`src/sv/ssbo_pkg.sv`:
```
// Shared constants, types and coefficient tables for the balance observer.
package ssbo_pkg;

    localparam int NUM_OPS   = 52;
    localparam int OP_W      = 6;
    localparam int EST_W     = 56;
    localparam int NX_W      = 48;
    localparam int STATE_W   = 40;
    localparam int OUT_W     = 24;
    localparam int THETA_W   = 30;
    localparam int PSI_W     = 24;
    localparam int DRIVE_W   = 32;
    localparam longint DecScale = 64'sd1000000000;

    // operand sources
    localparam logic [3:0] SRC_X0    = 4'd0;
    localparam logic [3:0] SRC_X1    = 4'd1;
    localparam logic [3:0] SRC_THETA = 4'd4;
    localparam logic [3:0] SRC_PSI   = 4'd5;
    localparam logic [3:0] SRC_DRIVE = 4'd6;
    localparam logic [3:0] SRC_EST0  = 4'd8;
    // accumulator targets
    localparam logic [3:0] DST_EST0  = 4'd0;
    localparam logic [3:0] DST_ACC   = 4'd4;
    localparam logic [3:0] DST_NX0   = 4'd8;

    typedef struct packed {
        logic [3:0] src;
        logic [3:0] dst;
    } t_op;

    typedef longint t_qtab [NUM_OPS];

    localparam longint MAT_A [4][4] = '{
        '{ 623066480,  859213570,   4418650,   5537130},
        '{  86791390,  558895840,   1940590,   8088540},
        '{-560029300, -451738570, 270365660, 719473060},
        '{  58722390, -570395780, 254101880, 753561520}
    };
    localparam longint MAT_B [4][4] = '{
        '{   5424800,    5424800,  376933520, -869374860},
        '{  -1886160,   -1886160,  -86791390,  448767570},
        '{ 709169110,  709169110,  560029300, -666090730},
        '{-246974680, -246974680,  -58722390, 1786538310}
    };
    localparam longint MAT_C [4][2] = '{
        '{   665202880,   738666180},
        '{    73866620,   610371870},
        '{-64'sd16130453270, 64'sd53456379640},
        '{ 64'sd5397925030, -64'sd19767545520}
    };
    localparam longint MAT_D [4][2] = '{
        '{  334797120,   -738666180},
        '{  -73866620,    389628130},
        '{ 64'sd16130453270, -64'sd53456379640},
        '{-64'sd5397925030,   64'sd19767545520}
    };
    localparam longint GAIN_L [4] = '{-560, -64'sd32238743130, -300416427,
                                      -64'sd2963063340};

    // round to nearest, ties away from zero
    function automatic longint quant_coef(longint c9, int f);
        longint mag;
        longint q;
        mag = (c9 < 0) ? -c9 : c9;
        q   = (mag * (64'sd1 << f) + DecScale / 2) / DecScale;
        return (c9 < 0) ? -q : q;
    endfunction

    function automatic t_op op_decode(logic [OP_W-1:0] i);
        t_op        o;
        logic [OP_W-1:0] j;
        j = i - OP_W'(20);
        if (i < OP_W'(16)) begin
            o.dst = DST_EST0 | {2'b00, i[3:2]};
            case (i[1:0])
                2'd0:    o.src = SRC_X0;
                2'd1:    o.src = SRC_X1;
                2'd2:    o.src = SRC_THETA;
                default: o.src = SRC_PSI;
            endcase
        end else if (i < OP_W'(20)) begin
            o.src = SRC_EST0 | {2'b00, i[1:0]};
            o.dst = DST_ACC;
        end else begin
            o.dst = DST_NX0 | {2'b00, j[4:3]};
            if (!j[0]) begin
                o.src = SRC_X0 | {2'b00, j[2:1]};
            end else begin
                case (j[2:1])
                    2'd2:    o.src = SRC_THETA;
                    2'd3:    o.src = SRC_PSI;
                    default: o.src = SRC_DRIVE;
                endcase
            end
        end
        return o;
    endfunction

    function automatic longint coef_c9(int i);
        int j;
        j = i - 20;
        if (i < 16)
            return ((i & 3) < 2) ? MAT_C[i >> 2][i & 1] : MAT_D[i >> 2][i & 1];
        else if (i < 20)
            return GAIN_L[i - 16];
        else if ((j & 1) == 0)
            return MAT_A[j >> 3][(j >> 1) & 3];
        else
            return MAT_B[j >> 3][(j >> 1) & 3];
    endfunction

    function automatic t_qtab quant_tab(int f);
        t_qtab t;
        for (int i = 0; i < NUM_OPS; i++) begin
            t[i] = quant_coef(coef_c9(i), f);
        end
        return t;
    endfunction

endpackage

```
`src/sv/state_space_balance_observer_top.sv`:
```
// Balance observer: operation sequencer, state registers and output stage.
// Each input item runs 52 multiply operations in turn on the single digit-serial multiplier
// (ND = (COEF_FRAC_BITS+11)/4 coefficient digits each), then an output step.
// A new item is accepted only once the previous result has been loaded into the output
// register; a stalled result holds the last step until the output register frees.
// Synchronous active-low reset clears the observer state and all handshakes.
module state_space_balance_observer_top #(
    parameter int COEF_FRAC_BITS = 16
) (
    input  logic        i_clk,
    input  logic        i_rst_n,
    input  logic        i_in_valid,
    output logic        o_in_stall,
    input  logic [15:0] i_body_angle,
    input  logic [21:0] i_wheel_angle,
    input  logic [15:0] i_motor_drive,
    output logic        o_out_valid,
    input  logic        i_out_stall,
    output logic [23:0] o_drive_command
);
    import ssbo_pkg::*;

    localparam int ND = (8 + COEF_FRAC_BITS + 3) / 4;
    localparam int PW = 4 * ND;
    localparam t_qtab QTAB = quant_tab(COEF_FRAC_BITS);

    localparam logic [1:0] S_IDLE  = 2'd0;
    localparam logic [1:0] S_ISSUE = 2'd1;
    localparam logic [1:0] S_WAIT  = 2'd2;
    localparam logic [1:0] S_FIN   = 2'd3;

    logic [1:0]                 r_state;
    logic [OP_W-1:0]            r_op;
    logic signed [STATE_W-1:0]  r_x   [4];
    logic signed [EST_W-1:0]    r_est [4];
    logic signed [NX_W-1:0]     r_nx  [4];
    logic signed [EST_W-1:0]    r_acc;
    logic signed [THETA_W-1:0]  r_theta;
    logic signed [PSI_W-1:0]    r_psi;
    logic signed [DRIVE_W-1:0]  r_drive;
    logic [OUT_W-1:0]           r_out;
    logic                       r_out_vld;

    t_op                        w_op;
    longint                     w_coef_full;
    logic signed [EST_W-1:0]    w_value;
    logic                       w_done;
    logic signed [EST_W-1:0]    w_res;
    logic                       w_accept;
    logic                       w_load;
    logic signed [EST_W-1:0]    w_neg;
    logic signed [EST_W-9:0]    w_scaled;
    logic [OUT_W-1:0]           w_out_sat;
    logic signed [STATE_W-1:0]  w_x_sat [4];

    assign w_op        = op_decode(r_op);
    assign w_coef_full = QTAB[r_op];
    assign w_accept    = i_in_valid && !o_in_stall;
    assign w_load      = (r_state == S_FIN) && (!r_out_vld || !i_out_stall);

    always_comb begin
        case (w_op.src)
            SRC_THETA: w_value = EST_W'(r_theta);
            SRC_PSI:   w_value = EST_W'(r_psi);
            SRC_DRIVE: w_value = EST_W'(r_drive);
            default: begin
                if (w_op.src[3]) begin
                    w_value = r_est[w_op.src[1:0]];
                end else begin
                    w_value = EST_W'(r_x[w_op.src[1:0]]);
                end
            end
        endcase
    end

    ssbo_mac #(
        .VW(EST_W),
        .FB(COEF_FRAC_BITS),
        .ND(ND),
        .RW(EST_W)
    ) u_mac (
        .i_clk    (i_clk),
        .i_rst_n  (i_rst_n),
        .i_start  (r_state == S_ISSUE),
        .i_value  (w_value),
        .i_coef   (w_coef_full[PW-1:0]),
        .o_done   (w_done),
        .o_result (w_res)
    );

    // negate, round to Q16.8, clamp
    assign w_neg    = -r_acc + EST_W'(128);
    assign w_scaled = w_neg[EST_W-1:8];
    always_comb begin
        if (w_scaled[EST_W-9:OUT_W-1] == '0 || w_scaled[EST_W-9:OUT_W-1] == '1) begin
            w_out_sat = w_scaled[OUT_W-1:0];
        end else begin
            w_out_sat = w_scaled[EST_W-9] ? {1'b1, {(OUT_W-1){1'b0}}}
                                          : {1'b0, {(OUT_W-1){1'b1}}};
        end
        for (int r = 0; r < 4; r++) begin
            if (r_nx[r][NX_W-1:STATE_W-1] == '0 || r_nx[r][NX_W-1:STATE_W-1] == '1) begin
                w_x_sat[r] = r_nx[r][STATE_W-1:0];
            end else begin
                w_x_sat[r] = r_nx[r][NX_W-1] ? {1'b1, {(STATE_W-1){1'b0}}}
                                             : {1'b0, {(STATE_W-1){1'b1}}};
            end
        end
    end

    always_ff @(posedge i_clk) begin
        if (!i_rst_n) begin
            r_state   <= S_IDLE;
            r_op      <= '0;
            r_out_vld <= 1'b0;
            for (int r = 0; r < 4; r++) begin
                r_x[r] <= '0;
            end
        end else begin
            if (w_load) begin
                r_out_vld <= 1'b1;
            end else if (!i_out_stall) begin
                r_out_vld <= 1'b0;
            end
            unique case (r_state)
                S_IDLE: begin
                    if (w_accept) begin
                        r_op    <= '0;
                        r_state <= S_ISSUE;
                    end
                end
                S_ISSUE: begin
                    r_state <= S_WAIT;
                end
                S_WAIT: begin
                    if (w_done) begin
                        r_op    <= (r_op == OP_W'(NUM_OPS - 1)) ? '0 : r_op + OP_W'(1);
                        r_state <= (r_op == OP_W'(NUM_OPS - 1)) ? S_FIN : S_ISSUE;
                    end
                end
                S_FIN: begin
                    if (w_load) begin
                        for (int r = 0; r < 4; r++) begin
                            r_x[r] <= w_x_sat[r];
                        end
                        r_state <= S_IDLE;
                    end
                end
                default: r_state <= S_IDLE;
            endcase
        end
    end

    always_ff @(posedge i_clk) begin
        if (w_accept) begin
            r_psi   <= PSI_W'(signed'(i_body_angle)) <<< 8;
            r_theta <= THETA_W'(signed'(i_wheel_angle)) <<< 8;
            r_drive <= DRIVE_W'(signed'(i_motor_drive)) <<< 16;
            r_acc   <= '0;
            r_est[0] <= '0;
            r_est[1] <= '0;
            r_est[2] <= EST_W'(r_x[2]);
            r_est[3] <= EST_W'(r_x[3]);
            for (int r = 0; r < 4; r++) begin
                r_nx[r] <= '0;
            end
        end else if (r_state == S_WAIT && w_done) begin
            if (w_op.dst[3]) begin
                r_nx[w_op.dst[1:0]] <= r_nx[w_op.dst[1:0]] + NX_W'(w_res);
            end else if (w_op.dst == DST_ACC) begin
                r_acc <= r_acc + w_res;
            end else begin
                r_est[w_op.dst[1:0]] <= r_est[w_op.dst[1:0]] + w_res;
            end
        end
        if (w_load) begin
            r_out <= w_out_sat;
        end
    end

    assign o_in_stall      = (r_state != S_IDLE);
    assign o_out_valid     = r_out_vld;
    assign o_drive_command = r_out;

    a_op_range: assert property (@(posedge i_clk) disable iff (!i_rst_n)
        r_state != S_IDLE |-> r_op < OP_W'(NUM_OPS))
        else $error("operation index out of range");
    a_fin_after_last: assert property (@(posedge i_clk) disable iff (!i_rst_n)
        r_state == S_WAIT && w_done && r_op == OP_W'(NUM_OPS - 1) |=> r_state == S_FIN)
        else $error("sequence did not finish after last operation");

endmodule

```
`src/sv/ssbo_mac.sv`:
```
// Digit-serial signed multiplier, four coefficient bits per cycle, with rounding.
module ssbo_mac #(
    parameter int VW = 56,
    parameter int FB = 16,
    parameter int ND = 6,
    parameter int RW = 56
) (
    input  logic                 i_clk,
    input  logic                 i_rst_n,
    input  logic                 i_start,
    input  logic signed [VW-1:0] i_value,
    input  logic [4*ND-1:0]      i_coef,
    output logic                 o_done,
    output logic signed [RW-1:0] o_result
);
    localparam int PW  = 4 * ND;
    localparam int PRW = VW + PW;
    localparam int CW  = $clog2(ND);
    localparam logic signed [PRW-1:0] HALF = PRW'(1) <<< (FB - 1);

    logic signed [VW-1:0]  r_value;
    logic [PW-1:0]         r_coef;
    logic signed [PRW-1:0] r_prod;
    logic [CW-1:0]         r_cnt;
    logic                  r_busy;
    logic                  r_first;
    logic                  r_rnd;
    logic                  r_done;
    logic signed [RW-1:0]  r_result;

    logic [3:0]            w_dig;
    logic signed [4:0]     w_dig_s;
    logic signed [VW+4:0]  w_pp;
    logic signed [PRW-1:0] w_sum;

    assign w_dig   = r_coef[PW-1 -: 4];
    // top digit carries the sign, the rest are unsigned
    assign w_dig_s = r_first ? signed'({w_dig[3], w_dig}) : signed'({1'b0, w_dig});
    assign w_pp    = r_value * w_dig_s;
    assign w_sum   = r_prod + HALF;

    always_ff @(posedge i_clk) begin
        if (!i_rst_n) begin
            r_busy <= 1'b0;
            r_rnd  <= 1'b0;
            r_done <= 1'b0;
        end else begin
            r_done <= 1'b0;
            r_rnd  <= 1'b0;
            if (i_start) begin
                r_busy <= 1'b1;
            end else if (r_busy && r_cnt == '0) begin
                r_busy <= 1'b0;
                r_rnd  <= 1'b1;
            end
            if (r_rnd) begin
                r_done <= 1'b1;
            end
        end
    end

    always_ff @(posedge i_clk) begin
        if (i_start) begin
            r_value <= i_value;
            r_coef  <= i_coef;
            r_prod  <= '0;
            r_cnt   <= CW'(ND - 1);
            r_first <= 1'b1;
        end else if (r_busy) begin
            r_prod  <= (r_prod <<< 4) + PRW'(w_pp);
            r_coef  <= r_coef << 4;
            r_cnt   <= r_cnt - CW'(1);
            r_first <= 1'b0;
        end
        if (r_rnd) begin
            r_result <= RW'(w_sum >>> FB);
        end
    end

    assign o_done   = r_done;
    assign o_result = r_result;

    a_start_idle: assert property (@(posedge i_clk) disable iff (!i_rst_n)
        i_start |-> !r_busy && !r_rnd)
        else $error("multiply started while busy");
    a_done_pulse: assert property (@(posedge i_clk) disable iff (!i_rst_n)
        o_done |=> !o_done)
        else $error("done held for more than one cycle");

endmodule

```
`config.mk`:
```
export PLATFORM = sky130hd
export DESIGN_NAME = state_space_balance_observer_top
export DESIGN_NICKNAME = d
export VERILOG_FILES = /design/src/sv/ssbo_pkg.sv /design/src/sv/state_space_balance_observer_top.sv /design/src/sv/ssbo_mac.sv
export SDC_FILE = /design/constraint.sdc
export NUM_CORES = 2
export LEC_CHECK = 0
export BUFFER_PORTS_ARGS = -buffer_cell sky130_fd_sc_hd__buf_2
export CORE_MARGIN = 5
export CORE_UTILIZATION = 45
export DETAILED_ROUTE_END_ITERATION = 10
export SLEW_MARGIN = 40
export SYNTH_ARGS = -nofsm -noshare
export SYNTH_HDL_FRONTEND = slang
export SYNTH_SLANG_ARGS = --single-unit
```
`constraint.sdc`:
```
create_clock -name i_clk -period 10.5 [get_ports i_clk]
set_input_delay 2.1 -clock i_clk [delete_from_list [all_inputs] [get_ports i_clk]]
set_output_delay 2.1 -clock i_clk [all_outputs]
set_load 0.02 [all_outputs]
```
==> run_results.csv <==
group,metric,value,unit
synth,synthesis.nets,7962,
clocking,clk_latency,0.76,ns
synth,synth_edf_count,790,
power_and_ir_drop,p_leak,29.3,nW
clocking,clk_path_buf_depth,3,
synth,synth_ff_type,"edfxtp_1",
die,io_pins,84,
timing,finalSetupViolations,0,
synth,synth.most_common_cell,"nand2_1",
clocking,cts_tree,"done",
timing,setup_tns,0,ns
timing,fin_crit_sh,76.3,%
worst_setup_path,ff2ff_path_depth,21,
power_and_ir_drop,ir_drop,145,uV
worst_setup_path,worstSetupPathType,"flop to flop",
route,avgViaCountPerCell,6.03,
min_path,hold_path.startpoint,"u_mac.r_cnt[2]",
global_routing,grt_overflow,0,
finish,stdcell_count,9164,
finish,syn_to_final_growth,8.94,%
clocking,cts_resized,0,
synth,async_flop_share,0,%
min_path,min_path_type,"flop to flop",
synth,avgSynthCellArea,9.05,sq um
synth,synth_top_area_cell,"edfxtp_1",
worst_setup_path,r2r_end,"r_est[3][50]",
route,drt_iter0_drc,5868,
clocking,h-tree-depth,3,
global_routing,grt_pass1_wl,337,mm
synth,synth_top_area_share,35.8,%
route,remaining_drc_errors,0,
placement,gp_congestion,0.958,
die,initial_core_util,45.4,%
power_and_ir_drop,p_per_area,215,nW/um^2
timing,hold_violations,0,
clocking,clock-root-buffer,"clkbuf_16",
placement,numPortBuffers,83,
die,fp.dieW,394,um
finish,finalNetCount,7786,
synth,syn-cell-area,66200,sq um
power_and_ir_drop,p_total,0.0155,W
timing,rsz0062_at_grt,"no",
route,wire_per_inst,24.5,um
synth,ys_seq_area_share,40.2,%
synth,syn-instance-count,7316,
worst_setup_path,cp_max_fo,49,
placement,hpwl,154,mm
timing,skew,0.0707,ns
clocking,cts_buffers,105,
min_path,min_path_cells,1,
worst_setup_path,required,10.94,ns
run_status,outcome,"completed",
clocking,cts.sinks,934,
worst_setup_path,end_kind,"flop",
global_routing,grt_max_degree,112,
worst_setup_path,timing.rr.start,"r_op[2]",
synth,synth-seq-cells,934,
timing,slew_headroom,35.9,%
clocking,clkSlewWorstSetupHoldPaths,0.06,ns
finish,drive_above_1_share,6.98,%
worst_setup_path,reg2reg_slack,2.49,ns
route,first_pass_iters,8,
clocking,postCtsSetupRepairBufs,0,
die,core-area,146000,sq um
synth,synth_cell_type_count,84,
global_routing,antenna_found_initial,17,
timing,fmax,0.125,GHz
timing,setup_ws,2.49,ns
global_routing,grtUsageTotal,28.1,%
synth,synth_area_leaders,"edfxtp_1 (36%), fa_1 (7.9%), nand2_1 (6.4%), ha_1 (6.2%), dfxtp_1 (4.4%)",
min_path,whs_endpoint,"u_mac.r_rnd",
synth,yosysWarnings,0,
global_routing,grt_pass1_vias,53100,
route,drt.antenna.violating_nets,0,
synth,synth_commonest_cells,"nand2_1 (1137), edfxtp_1 (790), nor2_1 (593)",
timing,drv_slew,0,
worst_setup_path,worstPathArrival,8.44,ns
route,vias,55200,
timing,period_needed,8.01,ns
route,totalWireLength,225,mm
job,drv_cap,0,
die,rows,140,
worst_setup_path,startpoint_type,"flop",
placement,dp_cells,8947,
clocking,ctsHoldBuffers,0,
placement,place_ws,2.37,ns
die,die-area,155000,sq um
timing,tightest_slew,0.961,ns
die,die_h,394,um
cell families (layout without fill, tap and decap cells):
kind of cell	after synthesis	after routing	share of synthesized area, %
simple gates	2640	2640	18.1
fa+ha+maj	588	588	14.1
buf+inv	936	852	5.35
mux	110	110	2.07
xor+xnor	284	284	3.76
other cells	0	15	0
compound gates	1824	1824	16.4
flops	934	934	40.2
report_power, final:
group	total, W	internal [W]	switching, W
clock network	0.00380	0.00212	0.00168
logic	0.00707	0.00269	0.00438
registers	0.00465	0.00436	0.000297
cells in the final DEF, fill, tap and decap left out, types with 74 or more instances in the layout:
| master | synthesis | final |
|---|---|---|
| nand4_1 | 74 | 74 |
| fa_1 | 262 | 262 |
| edfxtp_1 | 790 | 790 |
| inv_1 | 470 | 468 |
| xnor2_1 | 181 | 181 |
| dfxtp_1 | 144 | 141 |
| buf_2 | 1 | 83 |
| and3_1 | 177 | 177 |
| a31oi_1 | 179 | 178 |
| and2_1 | 244 | 243 |
| xor2_1 | 103 | 103 |
| ha_1 | 326 | 326 |
| nand2_1 | 1137 | 1127 |
| nor3_1 | 78 | 74 |
| nand3_1 | 160 | 152 |
| nor2_1 | 593 | 587 |
| a21o_1 | 136 | 136 |
| clkbuf_16 | 0 | 106 |
| a21oi_1 | 554 | 553 |
| o21ai_0 | 572 | 569 |
through the flow:
stage	util (%)	instance area [sq um]	hold slack [ns]
4_1_cts	49.4	72000	0.456
6_report	49.4	72100	0.456
5_1_grt	49.4	72100	0.493
3_3_place_gp	46.8	68300	0.447
2_1_floorplan	-	66200	0.430
3_5_place_dp	47.0	68500	0.446
critical path: stages, from the launching register on:
cell       delay [ns]
dfxtp_1          0.31
buf_4            0.43
inv_1            0.52
ha_1             0.46
nor2b_1          0.19
nor2_1           0.16
o21ai_4          0.54
buf_4            0.48
nand2_1          0.11
and3_1           0.18
a31oi_1          0.15
ha_1             0.30
nand4_1          0.15
or4_1            0.52
a2111oi_1        0.65
o21ai_0          0.35
a311oi_1         0.50
o21ai_0          0.32
o21ai_0          0.68
a21oi_1          0.16
xor2_1           0.36
o21ai_0          0.14
flip-flops by register name (all words and copies together), names as in the netlist, 6 cells and up:
name,cells
r_est,224
r_nx,192
r_x,160
u_mac.r_prod,72
r_acc,56
u_mac.o_result,56
u_mac.r_value,56
o_drive_command,24
u_mac.r_coef,24
r_theta,22
r_drive,16
r_psi,16
r_op,6
routing by layer:
layer	global-route usage, %	wire [um]	vias up
met1	39.1	95200	27000
met4	10.6	8640	6
met5	0.523	140	-
met2	42.8	98100	2542
li1	-	-	25300
met3	6.46	22700	384
worst max path at each step:
stage | start | endpoint | slack [ns] | cells past startpoint
6_report | r_op[2] | r_est[3][50] | 2.49 | 21
5_1_grt | r_op[2] | r_est[2][54] | 2.09 | 21
4_1_cts | r_op[3] | r_est[2][54] | 2.31 | 21
3_5_place_dp | r_op[3] | r_est[3][50] | 2.37 | 21
3_3_place_gp | r_op[3] | r_est[2][54] | 2.60 | 21
2_1_floorplan | i_out_stall | r_x[0][0] | 2.51 | 2
cell type report:
type | count | area (sq um)
timing repair buffer | 181 | 1360
tap | 1917 | 2400
clock inverter | 84 | 838
antenna | 15 | 37.5
clock buffer | 115 | 2690
sequential | 934 | 26600
inverter | 472 | 1780
fill | 13600 | 73800
multi-input combinational | 5446 | 36400
(Power assumes the default switching activity.)
